<file path="config.mk">
export PLATFORM = sky130hd
export DESIGN_NAME = tmh_ram
export DESIGN_NICKNAME = d
export VERILOG_FILES = /design/src/hdl/timer_min_heap_macros.svh /design/src/hdl/tmh_ram.sv
export SDC_FILE = /design/constraint.sdc
export NUM_CORES = 1
export LEC_CHECK = 0
export ABC_AREA = 1
export BUFFER_PORTS_ARGS = -buffer_cell sky130_fd_sc_hd__buf_4
export CAP_MARGIN = 5
export CORE_MARGIN = 4
export CORE_UTILIZATION = 45
export CTS_CLUSTER_DIAMETER = 200
export DETAILED_ROUTE_END_ITERATION = 16
export PLACE_DENSITY = 0.72
export SYNTH_ARGS = -nofsm -noshare
export SYNTH_HDL_FRONTEND = slang
export SYNTH_SLANG_ARGS = --single-unit
</file>
<file path="constraint.sdc">
create_clock -name clk -period 2 [get_ports clk]
set_input_delay 0.3 -clock clk [delete_from_list [all_inputs] [get_ports clk]]
set_output_delay 0.3 -clock clk [all_outputs]
set_load 0.005 [all_outputs]
</file>
<file path="src/hdl/timer_min_heap_macros.svh">
// assertion macros for the timer min-heap
`ifndef TIMER_MIN_HEAP_MACROS_SVH
`define TIMER_MIN_HEAP_MACROS_SVH

// same-cycle implication, sampled on clk, off while rst_n is low
`define TMH_ASSERT_NOW(lbl, ante, cons, msg) \
    lbl: assert property (@(posedge clk) disable iff (!rst_n) (ante) |-> (cons)) \
        else $error(msg);

// next-cycle implication, sampled on clk, off while rst_n is low
`define TMH_ASSERT_NEXT(lbl, ante, cons, msg) \
    lbl: assert property (@(posedge clk) disable iff (!rst_n) (ante) |=> (cons)) \
        else $error(msg);

`endif

</file>
<file path="src/hdl/tmh_ram.sv">
// generic simple dual-port ram with registered read
module tmh_ram #(
    parameter int WIDTH = 8,
    parameter int DEPTH = 16,
    localparam int AW   = $clog2(DEPTH)
) (
    input  logic             clk,
    input  logic             we,
    input  logic [AW-1:0]    waddr,
    input  logic [WIDTH-1:0] wdata,
    input  logic [AW-1:0]    raddr,
    output logic [WIDTH-1:0] rdata
);

    logic [WIDTH-1:0] mem [DEPTH];

    always_ff @(posedge clk)
    begin
        if (we)
        begin
            mem[waddr] <= wdata;
        end
        rdata <= mem[raddr];
    end

endmodule

</file>
==> flow_summary.json <==
{
  "pin_count": 26,
  "worst_slew_pin_slew_ns": 0.713,
  "start_util": 0.459,
  "synth_flop_cell": "edfxtp_1",
  "post-route-period-util": 0.607,
  "cts_sinks": 136,
  "via_count": 3855,
  "rsz0062_at_grt": "false",
  "synth-edff-count": 128,
  "dp_hpwl_um": 7690,
  "synth_most_common_cell": "nand2_1",
  "drt-initial-drc-count": 460,
  "max_freq_ghz": 0.824,
  "cts.path.max_buffers": 2,
  "hold_violations": 0,
  "wirelength_um": 12600,
  "n_fill_cell": 1077,
  "finalSetupViolCount": 0,
  "cellPowerDensity_nw_per_um2": 1030,
  "startpoint_type": "flop",
  "yosysWarnings": 0,
  "root_buffer": "clkbuf_16",
  "die_h_um": 121,
  "cp-end-kind": "output port",
  "synth_cell_types": 12,
  "fin_crit_ns": 1.21,
  "worstPathRequired_ns": 1.70,
  "synth.avg_cell_area_um2": 10.5,
  "yosys-top-cells-count": "nand2_1 (173), edfxtp_1 (128), inv_1 (100)",
  "async_flop_share": 0,
  "crit_family": "flip-flops",
  "nNetsFinal": 607,
  "routedWlPerCell_um": 16.3,
  "place.gp.congestion": 0.844,
  "synth_top_area_cell": "edfxtp_1",
  "grt_start_max_net_pins": 34,
  "crit_slowest_cell": "dfxtp_1",
  "grt_pass1_wl_um": 19900,
  "synth_nets": 569,
  "vdd_ir_drop_max_mv": 0.744,
  "netlist_area_um2": 5770,
  "dp.cells": 742,
  "grt_overflow": 0,
  "cts_buffers": 17,
  "ant_nets": 0,
  "cts_max_level": 4,
  "synth-seq-cells": 136,
  "cp_data_arrival_time_ns": 0.91,
  "syn_to_final_growth_pct": 18.0,
  "stdcell_count": 774,
  "diodes": 0,
  "crit_fanout": 1,
  "grt_pass1_vias": 3635,
  "status": "finished clean",
  "hold_buffers": 0,
  "worst_hold_path_type": "in2reg",
  "finalMaxSlewViolations": 0,
  "max_stage_delay_ns": 0.36,
  "drt_first_pass_iters": 5,
  "core_um2": 12600,
  "antenna_found_initial": 0,
  "die_area_um2": 14700,
  "die_x_um": 121,
  "cts-resized-gates": 0,
  "grt_use_total": 0.185,
  "tns_ns": 0,
  "place.port_buffers": 25,
  "p_leak_uw": 0.00295,
  "cts_setup_buffers": 0,
  "rows": 41,
  "seq_area_frac_synth": 0.694,
  "clock_latency_ns": 0.43,
  "clock_skew_ns": 0.00690,
  "vias_per_cell": 4.98,
  "worst-path-buf-inv": 1,
  "synth_top_area_frac": 0.667,
  "drc": 0,
  "clkTransAtPathRegs_ns": 0.06,
  "synth_area_leaders": "edfxtp_1 (67%), nand2_1 (11%), nand3_1 (8.4%)",
  "syn_inst": 551,
  "cap_violations": 0,
  "path_class": "reg2out",
  "drive_gt1_frac": 0.126,
  "slew_headroom": 0.523,
  "cts_tree": "done",
  "path_cells": "buf_4"
}
[worst register-to-register path, cell delays in order, from the launching register on]
cell	delay, ns
edfxtp_1	0.36
inv_1	0.06
nand2_1	0.04
nand3_1	0.11
nand3_1	0.11
nand3_1	0.15
nand2_1	0.08
[kinds of logic after synthesis]
kind of cell,count (synthesis),synth area share
DFF,136,0.694
and+or+nand+nor,289,0.210
buffers and inverters,126,0.0952
[placed cells by master (no fill, tap or decap), types with 2 or more instances in the layout]
cell type and n:
clkbuf_16 17, nand3_1 97, buf_4 42, clkinvlp_4 2
inv_1 100, clkbuf_8 2, nand2_1 173, bufinv_16 5
inv_2 2, nor2_1 17, clkinv_2 3, nand3b_1 2
edfxtp_1 128, dfxtp_1 8
[cell type report]
class | instances | area [µm²] | share of cell area
Inverter | 102 | 383 | 0.0563
Sequential cell | 136 | 4000 | 0.588
Multi-Input combinational cell | 289 | 1210 | 0.178
Timing Repair Buffer | 43 | 335 | 0.0493
Tap cell | 172 | 215 | 0.0316
Clock buffer | 20 | 457 | 0.0671
Clock inverter | 12 | 198 | 0.0290
[through the flow]
| step | power, µW | cell area (µm²) | worst slack (ns) | util | hold slack (ns) |
|---|---|---|---|---|---|
| 3_3_place_gp | 3650 | 6150 | 0.413 | 0.489 | 0.626 |
| 3_5_place_dp | 3660 | 6150 | 0.381 | 0.489 | 0.621 |
| 2_1_floorplan | 3490 | 5770 | 0.749 | - | 0.399 |
| 5_1_grt | 7250 | 6810 | 0.663 | 0.541 | 0.200 |
| 6_report | 7040 | 6810 | 0.786 | 0.541 | 0.193 |
| 4_1_cts | 7080 | 6810 | 0.764 | 0.541 | 0.174 |
[power by group]
| group | leakage, µW | internal [µW] | switching (µW) |
|---|---|---|---|
| combinational | 0.00141 | 131 | 265 |
| clock | 0.000316 | 2270 | 1160 |
| sequential | 0.00122 | 3190 | 21.7 |
[sequential cells by signal, summed over array words and instances (netlist names)]
register	flops
mem	128
rdata	8
[final timing paths]
check        slack [ns]  startpoint  depth (start not counted)        to
max                0.79    rdata[3]                          1  rdata[3]
max reg2reg        0.98   mem[7][5]                          6  rdata[5]
min                0.19    raddr[3]                          3  rdata[1]
min reg2reg        0.67  mem[15][4]                          6  rdata[4]
[layer usage]
metal  part of all wire  up-vias  GRT usage
met2               0.49      151      0.294
met3              0.076       22     0.0485
li1                   -     1848          -
met4              0.023        0     0.0707
met1               0.41     1834      0.244
met5                  0        -          0
Note: power is estimated with default switching activity, not from simulation.
