### src/hdl/timer_min_heap_macros.svh
// assertion macros for the timer min-heap
`ifndef TIMER_MIN_HEAP_MACROS_SVH
`define TIMER_MIN_HEAP_MACROS_SVH

// same-cycle implication, sampled on clk, off while rst_n is low
`define TMH_ASSERT_NOW(lbl, ante, cons, msg) \
    lbl: assert property (@(posedge clk) disable iff (!rst_n) (ante) |-> (cons)) \
        else $error(msg);

// next-cycle implication, sampled on clk, off while rst_n is low
`define TMH_ASSERT_NEXT(lbl, ante, cons, msg) \
    lbl: assert property (@(posedge clk) disable iff (!rst_n) (ante) |=> (cons)) \
        else $error(msg);

`endif

### src/hdl/tmh_pkg.sv
// shared types and constants for the timer min-heap
package tmh_pkg;

    localparam int KEY_BITS     = 32;
    localparam int HANDLE_BITS  = 10;
    localparam int COUNT_BITS   = 11;
    localparam int CAPACITY_DEF = 1024;

    // operation codes
    localparam logic [1:0] OP_PUSH = 2'd0;
    localparam logic [1:0] OP_POP  = 2'd1;
    localparam logic [1:0] OP_PEEK = 2'd2;

    // status codes
    localparam logic [1:0] ST_OK    = 2'd0;
    localparam logic [1:0] ST_EMPTY = 2'd1;
    localparam logic [1:0] ST_FULL  = 2'd2;

    typedef struct packed {
        logic [1:0]             operation;
        logic [KEY_BITS-1:0]    key;
        logic [HANDLE_BITS-1:0] entry_id;
    } tmh_in_t;

    typedef struct packed {
        logic [1:0]             status;
        logic [KEY_BITS-1:0]    out_key;
        logic [HANDLE_BITS-1:0] out_entry_id;
        logic [COUNT_BITS-1:0]  count;
    } tmh_out_t;

    // one heap slot as held in the entry memory
    typedef struct packed {
        logic [KEY_BITS-1:0]    key;
        logic [HANDLE_BITS-1:0] handle;
    } tmh_entry_t;

endpackage

### src/hdl/tmh_ctrl.sv
// heap sequencer: sift-up and sift-down over the entry memory
module tmh_ctrl import tmh_pkg::*; #(
    parameter int CAPACITY = CAPACITY_DEF,
    localparam int AW      = $clog2(CAPACITY),
    localparam int CW      = $clog2(CAPACITY + 1)
) (
    input  logic          clk,
    input  logic          rst_n,
    input  logic          req_valid,
    input  tmh_in_t       req,
    output logic          busy,
    output logic          res_valid,
    input  logic          res_ready,
    output tmh_out_t      res,
    output logic          mem_we,
    output logic [AW-1:0] mem_waddr,
    output tmh_entry_t    mem_wdata,
    output logic [AW-1:0] mem_raddr,
    input  tmh_entry_t    mem_rdata
);

    localparam int IW = AW + 1;

    typedef enum logic [7:0] {
        S_IDLE = 8'b0000_0001,
        S_UP   = 8'b0000_0010,
        S_ROOT = 8'b0000_0100,
        S_LAST = 8'b0000_1000,
        S_LEFT = 8'b0001_0000,
        S_CMP  = 8'b0010_0000,
        S_FIN  = 8'b0100_0000,
        S_DONE = 8'b1000_0000
    } state_t;

    state_t                 state_reg, state_next;
    logic [CW-1:0]          count_reg, count_next;
    logic [AW-1:0]          pos_reg, pos_next;
    tmh_entry_t             item_reg, item_next;
    tmh_entry_t             left_reg, left_next;
    logic                   pop_reg, pop_next;
    logic [1:0]             status_reg, status_next;
    logic [KEY_BITS-1:0]    rkey_reg, rkey_next;
    logic [HANDLE_BITS-1:0] rid_reg, rid_next;

    logic [IW-1:0]          n_ext;
    logic [IW-1:0]          left_idx, right_idx, chosen_idx, new_left;
    logic                   pick_right;
    tmh_entry_t             chosen;
    logic [AW-1:0]          start_pos, start_par, par, par_par;
    logic [CW-1:0]          cnt_m1;

    // index arithmetic
    always_comb
    begin
        n_ext      = IW'(count_reg);
        left_idx   = {pos_reg, 1'b1};
        right_idx  = left_idx + IW'(1);
        // right child wins a tie
        pick_right = (right_idx < n_ext) && !(mem_rdata.key > left_reg.key);
        chosen     = pick_right ? mem_rdata : left_reg;
        chosen_idx = pick_right ? right_idx : left_idx;
        new_left   = {chosen_idx[AW-1:0], 1'b1};
        start_pos  = count_reg[AW-1:0];
        start_par  = (start_pos - AW'(1)) >> 1;
        par        = (pos_reg - AW'(1)) >> 1;
        par_par    = (par - AW'(1)) >> 1;
        cnt_m1     = count_reg - CW'(1);
    end

    always_comb
    begin
        state_next  = state_reg;
        count_next  = count_reg;
        pos_next    = pos_reg;
        item_next   = item_reg;
        left_next   = left_reg;
        pop_next    = pop_reg;
        status_next = status_reg;
        rkey_next   = rkey_reg;
        rid_next    = rid_reg;
        mem_we      = 1'b0;
        mem_waddr   = pos_reg;
        mem_wdata   = item_reg;
        mem_raddr   = '0;

        case (state_reg)
            S_IDLE:
            begin
                if (req_valid)
                begin
                    status_next = ST_OK;
                    rkey_next   = '0;
                    rid_next    = '0;
                    pop_next    = (req.operation == OP_POP);
                    item_next   = '{key: req.key, handle: req.entry_id};
                    state_next  = S_DONE;
                    case (req.operation)
                        OP_PUSH:
                        begin
                            if (count_reg >= CW'(CAPACITY))
                            begin
                                status_next = ST_FULL;
                            end
                            else
                            begin
                                count_next = count_reg + CW'(1);
                                pos_next   = start_pos;
                                if (count_reg == '0)
                                begin
                                    mem_we    = 1'b1;
                                    mem_waddr = '0;
                                    mem_wdata = '{key: req.key, handle: req.entry_id};
                                end
                                else
                                begin
                                    mem_raddr  = start_par;
                                    state_next = S_UP;
                                end
                            end
                        end
                        OP_POP, OP_PEEK:
                        begin
                            if (count_reg == '0)
                            begin
                                status_next = ST_EMPTY;
                            end
                            else
                            begin
                                mem_raddr  = '0;
                                state_next = S_ROOT;
                            end
                        end
                        default:
                        begin
                            state_next = S_DONE;
                        end
                    endcase
                end
            end
            S_UP:
            begin
                // parent arrives; move it down while it is strictly greater
                if (mem_rdata.key > item_reg.key)
                begin
                    mem_we    = 1'b1;
                    mem_wdata = mem_rdata;
                    pos_next  = par;
                    if (par == '0)
                    begin
                        state_next = S_FIN;
                    end
                    else
                    begin
                        mem_raddr = par_par;
                    end
                end
                else
                begin
                    mem_we     = 1'b1;
                    state_next = S_DONE;
                end
            end
            S_ROOT:
            begin
                rkey_next = mem_rdata.key;
                rid_next  = mem_rdata.handle;
                if (!pop_reg)
                begin
                    state_next = S_DONE;
                end
                else
                begin
                    count_next = cnt_m1;
                    if (count_reg == CW'(1))
                    begin
                        state_next = S_DONE;
                    end
                    else
                    begin
                        mem_raddr  = cnt_m1[AW-1:0];
                        state_next = S_LAST;
                    end
                end
            end
            S_LAST:
            begin
                // last entry arrives and restarts at the root
                item_next = mem_rdata;
                pos_next  = '0;
                if (count_reg == CW'(1))
                begin
                    mem_we     = 1'b1;
                    mem_waddr  = '0;
                    mem_wdata  = mem_rdata;
                    state_next = S_DONE;
                end
                else
                begin
                    mem_raddr  = AW'(1);
                    state_next = S_LEFT;
                end
            end
            S_LEFT:
            begin
                left_next  = mem_rdata;
                mem_raddr  = right_idx[AW-1:0];
                state_next = S_CMP;
            end
            S_CMP:
            begin
                if (item_reg.key > chosen.key)
                begin
                    mem_we    = 1'b1;
                    mem_wdata = chosen;
                    pos_next  = chosen_idx[AW-1:0];
                    if (new_left >= n_ext)
                    begin
                        state_next = S_FIN;
                    end
                    else
                    begin
                        mem_raddr  = new_left[AW-1:0];
                        state_next = S_LEFT;
                    end
                end
                else
                begin
                    mem_we     = 1'b1;
                    state_next = S_DONE;
                end
            end
            S_FIN:
            begin
                mem_we     = 1'b1;
                state_next = S_DONE;
            end
            S_DONE:
            begin
                if (res_ready)
                begin
                    state_next = S_IDLE;
                end
            end
            default:
            begin
                state_next = S_IDLE;
            end
        endcase
    end

    always_ff @(posedge clk or negedge rst_n)
    begin
        if (!rst_n)
        begin
            state_reg <= S_IDLE;
            count_reg <= '0;
        end
        else
        begin
            state_reg <= state_next;
            count_reg <= count_next;
        end
    end

    always_ff @(posedge clk)
    begin
        pos_reg    <= pos_next;
        item_reg   <= item_next;
        left_reg   <= left_next;
        pop_reg    <= pop_next;
        status_reg <= status_next;
        rkey_reg   <= rkey_next;
        rid_reg    <= rid_next;
    end

    assign busy      = (state_reg != S_IDLE);
    assign res_valid = (state_reg == S_DONE);
    assign res       = '{status:       status_reg,
                         out_key:      rkey_reg,
                         out_entry_id: rid_reg,
                         count:        COUNT_BITS'(count_reg)};

endmodule

### config.mk
export PLATFORM = sky130hd
export DESIGN_NAME = tmh_ctrl
export DESIGN_NICKNAME = d
export VERILOG_FILES = /design/src/hdl/timer_min_heap_macros.svh /design/src/hdl/tmh_pkg.sv /design/src/hdl/tmh_ctrl.sv
export SDC_FILE = /design/constraint.sdc
export NUM_CORES = 1
export LEC_CHECK = 0
export BUFFER_PORTS_ARGS = -buffer_cell sky130_fd_sc_hd__buf_4
export CAP_MARGIN = 20
export CELL_PAD_IN_SITES_DETAIL_PLACEMENT = 1
export CELL_PAD_IN_SITES_GLOBAL_PLACEMENT = 1
export CORE_ASPECT_RATIO = 0.75
export CORE_MARGIN = 4
export CORE_UTILIZATION = 49
export CTS_BUF_LIST = sky130_fd_sc_hd__clkbuf_8
export CTS_CLUSTER_SIZE = 40
export DETAILED_ROUTE_END_ITERATION = 6
export GPL_TIMING_DRIVEN = 0
export PLACE_DENSITY_LB_ADDON = 0.1
export SLEW_MARGIN = 20
export SYNTH_ARGS = -nofsm -noshare
export SYNTH_HDL_FRONTEND = slang
export SYNTH_SLANG_ARGS = --single-unit
### constraint.sdc
create_clock -name clk -period 12.85 [get_ports clk]
set_input_delay 1.285 -clock clk [delete_from_list [all_inputs] [get_ports clk]]
set_output_delay 1.285 -clock clk [all_outputs]
set_load 0.02 [all_outputs]
==> impl_metrics.csv <==
group,metric,value,unit
run_status,outcome,"finished, violations left",
run_status,failed_checks,"design-rule violations",
synth,yosys_warnings,0,
power,internal_power,1.19,mW
final_layout,fin_area,14000,sq um
global_routing,grt_pass1_wl,65600,um
clock_network,postCtsSetupBuffers,0,
clock_network,clk_pin_slew_worst_paths,0.11,ns
die,die-height,141,um
worst_hold_path,hold_end,"count_reg[10]",
timing,hold_violations,0,
clock_network,cts_sinks,158,
clock_network,tritoncts,"yes",
timing,min_period_over_period,76.2,%
power,p_sw,0.909,mW
global_routing,track_usage,32.6,%
setup_path,crit_path_start_kind,"input pin",
detailed_routing,drt_iter0_drc,1125,
timing,tightest_slew,1.06,ns
clock_network,cts_resized,0,
die,fp.coreArea,23100,sq um
job,maxCapViolations,0,
timing,rsz0062_at_grt,"no",
setup_path,ff2ff_setup_slack,5.85,ns
global_routing,grt_max_degree,43,
final_layout,fin_nets,1617,
timing,hold_ws,0.600,ns
setup_path,crit_buf_inv,6,
timing,final.setup.tns,0,ns
worst_hold_path,min_path_type,"reg2reg",
detailed_routing,vias_per_cell,6.39,
setup_path,cp.depth,22,
setup_path,r2r-end,"pos_reg[8]",
die,initial_core_util,50.0,%
detailed_routing,drt_first_pass_iters,7,
setup_path,path_cells,"buf_4 -> ha_1 -> nand4_1 -> nor4_1 -> a21oi_1 -> a221o_1 -> nor2_1 -> nand2_1 -> inv_1 -> buf_1 -> a21oi_1 -> ha_1 -> nand4_1 -> nor4_1 -> nand2b_1 -> a31oi_1 -> o21bai_2 -> a21oi_1 -> inv_1 -> clkbuf_1 -> o211ai_1 -> buf_4",
synth,seq_area_frac_synth,40.2,%
power,power.share.clock,19.5,%
power,seqPwrFrac,36.0,%
setup_path,cp.arrival,8.50,ns
detailed_routing,drc,3,
synth,async_reset_ff_share,12.0,%
timing,drv_slew,0,
setup_path,critPathKind,"in2out",
clock_network,clock_latency,0.51,ns
placed_design,dpl_cell_area,13500,sq um
setup_path,worst-path-max-fanout,10,
setup_path,worstPathRequired,11.56,ns
synth,synth_edf_count,139,
setup_path,critPathMostFrequentCell,"a21oi_1",
power,leakagePower,5.95,nW
timing,maxSlewHeadroom,28.9,%
setup_path,path_delay_family,"simple AND/OR/NAND/NOR gates",
detailed_routing,drt.antenna.violating_nets,0,
die,die_w,185,um
setup_path,crit_slowest_cell,"nor4_1",
clock_network,clk_path_buf_depth,2,
setup_path,endpoint_kind,"output port",
setup_path,max_stage_delay,0.85,ns
synth,syn_avg_cell_area,9.86,sq um
synth,synth.distinct_cells,71,
power,switching_share,43.3,%
clock_network,postCtsHoldBufs,0,
synth,synth_cells,1173,
worst_hold_path,hold_path_depth,1,
final_layout,drive_gt1_share,22.7,%
timing,fin_crit,9.79,ns
timing,fmax,0.102,GHz
power,powerDensity,150,nW/um^2
die,die_area,26200,sq um
worst_hold_path,hold_start,"count_reg[10]",
setup_path,reg2reg_depth,21,
global_routing,antenna_found_initial,1,
placed_design,hpwlAfterDp,32500,um
synth,synthesis.area,11600,sq um
setup_path,worstReg2RegStart,"pos_reg[2]",
global_routing,grt.overflow.total,0,
global_routing,grt_pass1_vias,11400,
timing,setup_viol,0,
synth,synth_ff_type,"edfxtp_1",
final_layout,area_delta_synth_final,20.8,%
die,pin_count,210,
power,ir_worst_vdd,0.0000657,V
clock_network,numCtsBuffers,17,
clock_network,cts.root.buffer_cell,"clkbuf_8",
final_layout,num_antenna_cells,0,
detailed_routing,vias,11000,
power,power.share.combinational,44.5,%
detailed_routing,routedWlPerCell,25.2,um
timing,fin_skew,0.0256,ns
placed_design,port_buffers,209,
placed_design,gp_congestion,0.929,
synth,synth_nets,1388,
die,core.rowCount,48,
clock_network,htreeDepth,4,
detailed_routing,routed_wl,43200,um
synth,ys_seq_elements,158,
-- power by group through the flow --
stage / Sequential (mW) / Clock, mW / Combinational [mW]
floorplan: 0.811 / 0 / 0.491
global placement: 0.764 / 0 / 0.881
detailed placement: 0.765 / 0 / 0.916
CTS: 0.754 / 0.412 / 0.924
global route: 0.763 / 0.436 / 1.01
finish: 0.755 / 0.410 / 0.934
-- area by class of cell --
cell class	instances	area (sq um)
Buffer	54	229
Clock buffer	17	234
Clock inverter	15	184
Fill cell	2633	9150
Inverter	103	388
Multi-Input combinational cell	858	6320
Sequential cell	158	4650
Tap cell	300	375
Timing Repair Buffer	210	1590
-- stage by stage --
step	util (%)	cells	power [mW]	setup WS, ns
6_report	60.4	1715	2.10	3.06
5_1_grt	60.4	1715	2.21	2.88
4_1_cts	60.4	1715	2.09	3.42
3_5_place_dp	58.6	1683	1.68	3.52
3_3_place_gp	58.4	1682	1.64	3.67
2_1_floorplan	-	1173	1.30	6.05
-- Yosys cell counts, types with 6 or more instances --
cell / count / area [sq um]
a21oi_1: 123 / 616
edfxtp_1: 139 / 4170
inv_1: 101 / 379
buf_1: 12 / 45.0
a221o_1: 13 / 130
a222oi_1: 18 / 180
ha_1: 125 / 1560
buf_2: 15 / 75.1
nand2b_1: 8 / 50.1
and3_1: 13 / 81.3
nand4_1: 32 / 200
nor4_1: 7 / 43.8
nand3_1: 27 / 135
o211ai_1: 25 / 188
clkbuf_1: 26 / 97.6
o221ai_1: 8 / 70.1
a22o_1: 12 / 105
xor2_1: 18 / 158
o21ai_0: 39 / 195
a21o_1: 8 / 60.1
and2_1: 45 / 282
nand4b_1: 6 / 52.6
nor2_1: 39 / 146
mux2_2: 41 / 462
dfrtp_1: 18 / 450
nand2_1: 101 / 379
nor3_1: 18 / 90.1
xnor2_1: 29 / 254
a22oi_1: 27 / 203
-- worst reg2reg max path, stage by stage, from the launching register on --
cell	delay, ns
edfxtp_1	0.34
clkbuf_1	0.42
nand3_1	0.25
nor2_1	0.32
and3_1	0.28
xor2_1	0.26
ha_1	0.30
a21o_1	0.17
a21o_1	0.18
a221o_1	0.33
nor2_1	0.20
nand2_1	0.26
inv_1	0.32
buf_1	0.55
a21oi_1	0.19
ha_1	0.36
nand4_1	0.22
nor4_1	0.53
nand2b_1	0.11
a31oi_1	0.31
o31ai_1	0.18
a21oi_2	0.55
-- worst max-delay path by stage --
stage | start | end | slack (ns)
finish | mem_rdata[25] | mem_wdata[31] | 3.06
global route | pos_reg[2] | mem_wdata[31] | 2.88
CTS | mem_rdata[25] | mem_wdata[31] | 3.42
detailed placement | mem_rdata[25] | mem_wdata[31] | 3.52
global placement | mem_rdata[25] | mem_wdata[38] | 3.67
floorplan | mem_rdata[33] | mem_wdata[12] | 6.05
-- cells in the final DEF (no fill, tap or decap), types with 4 or more instances in the layout --
cell type / n
buf_4: 209
edfxtp_1: 139
ha_1: 125
a21oi_1: 122
inv_1: 101
nand2_1: 99
and2_1: 45
mux2_2: 41
nor2_1: 39
o21ai_0: 39
nand4_1: 32
xnor2_1: 29
nand3_1: 27
a22oi_1: 27
clkbuf_1: 26
o211ai_1: 25
xor2_1: 18
nor3_1: 18
a222oi_1: 18
dfrtp_1: 18
clkbuf_8: 17
buf_2: 15
and3_1: 13
a221o_1: 13
buf_1: 12
a22o_1: 12
a21o_1: 8
nand2b_1: 8
o221ai_1: 8
nor4_1: 7
nand4b_1: 6
nor2b_1: 5
or3_1: 5
clkinv_8: 5
o21a_1: 4
nand3b_1: 4
nor3b_1: 4
inv_8: 4
-- metal layers --
metal / vias to the layer above / global-route usage (%) / routed length [um]
met2: 550 / 51.1 / 19300
met1: 5445 / 45.6 / 18600
met4: 0 / 10.1 / 984
met3: 80 / 6.55 / 4250
li1: 4878 / - / -
met5: - / 0 / 0
-- cell families after synthesis --
group           share of synthesized area (%)
simple gates                             15.3
compound gates                           17.8
flops                                    40.2
buf+inv                                  5.32
fa+ha+maj                                13.5
xor+xnor                                 3.56
mux                                      4.25
Power figures use the tool's default switching activity.
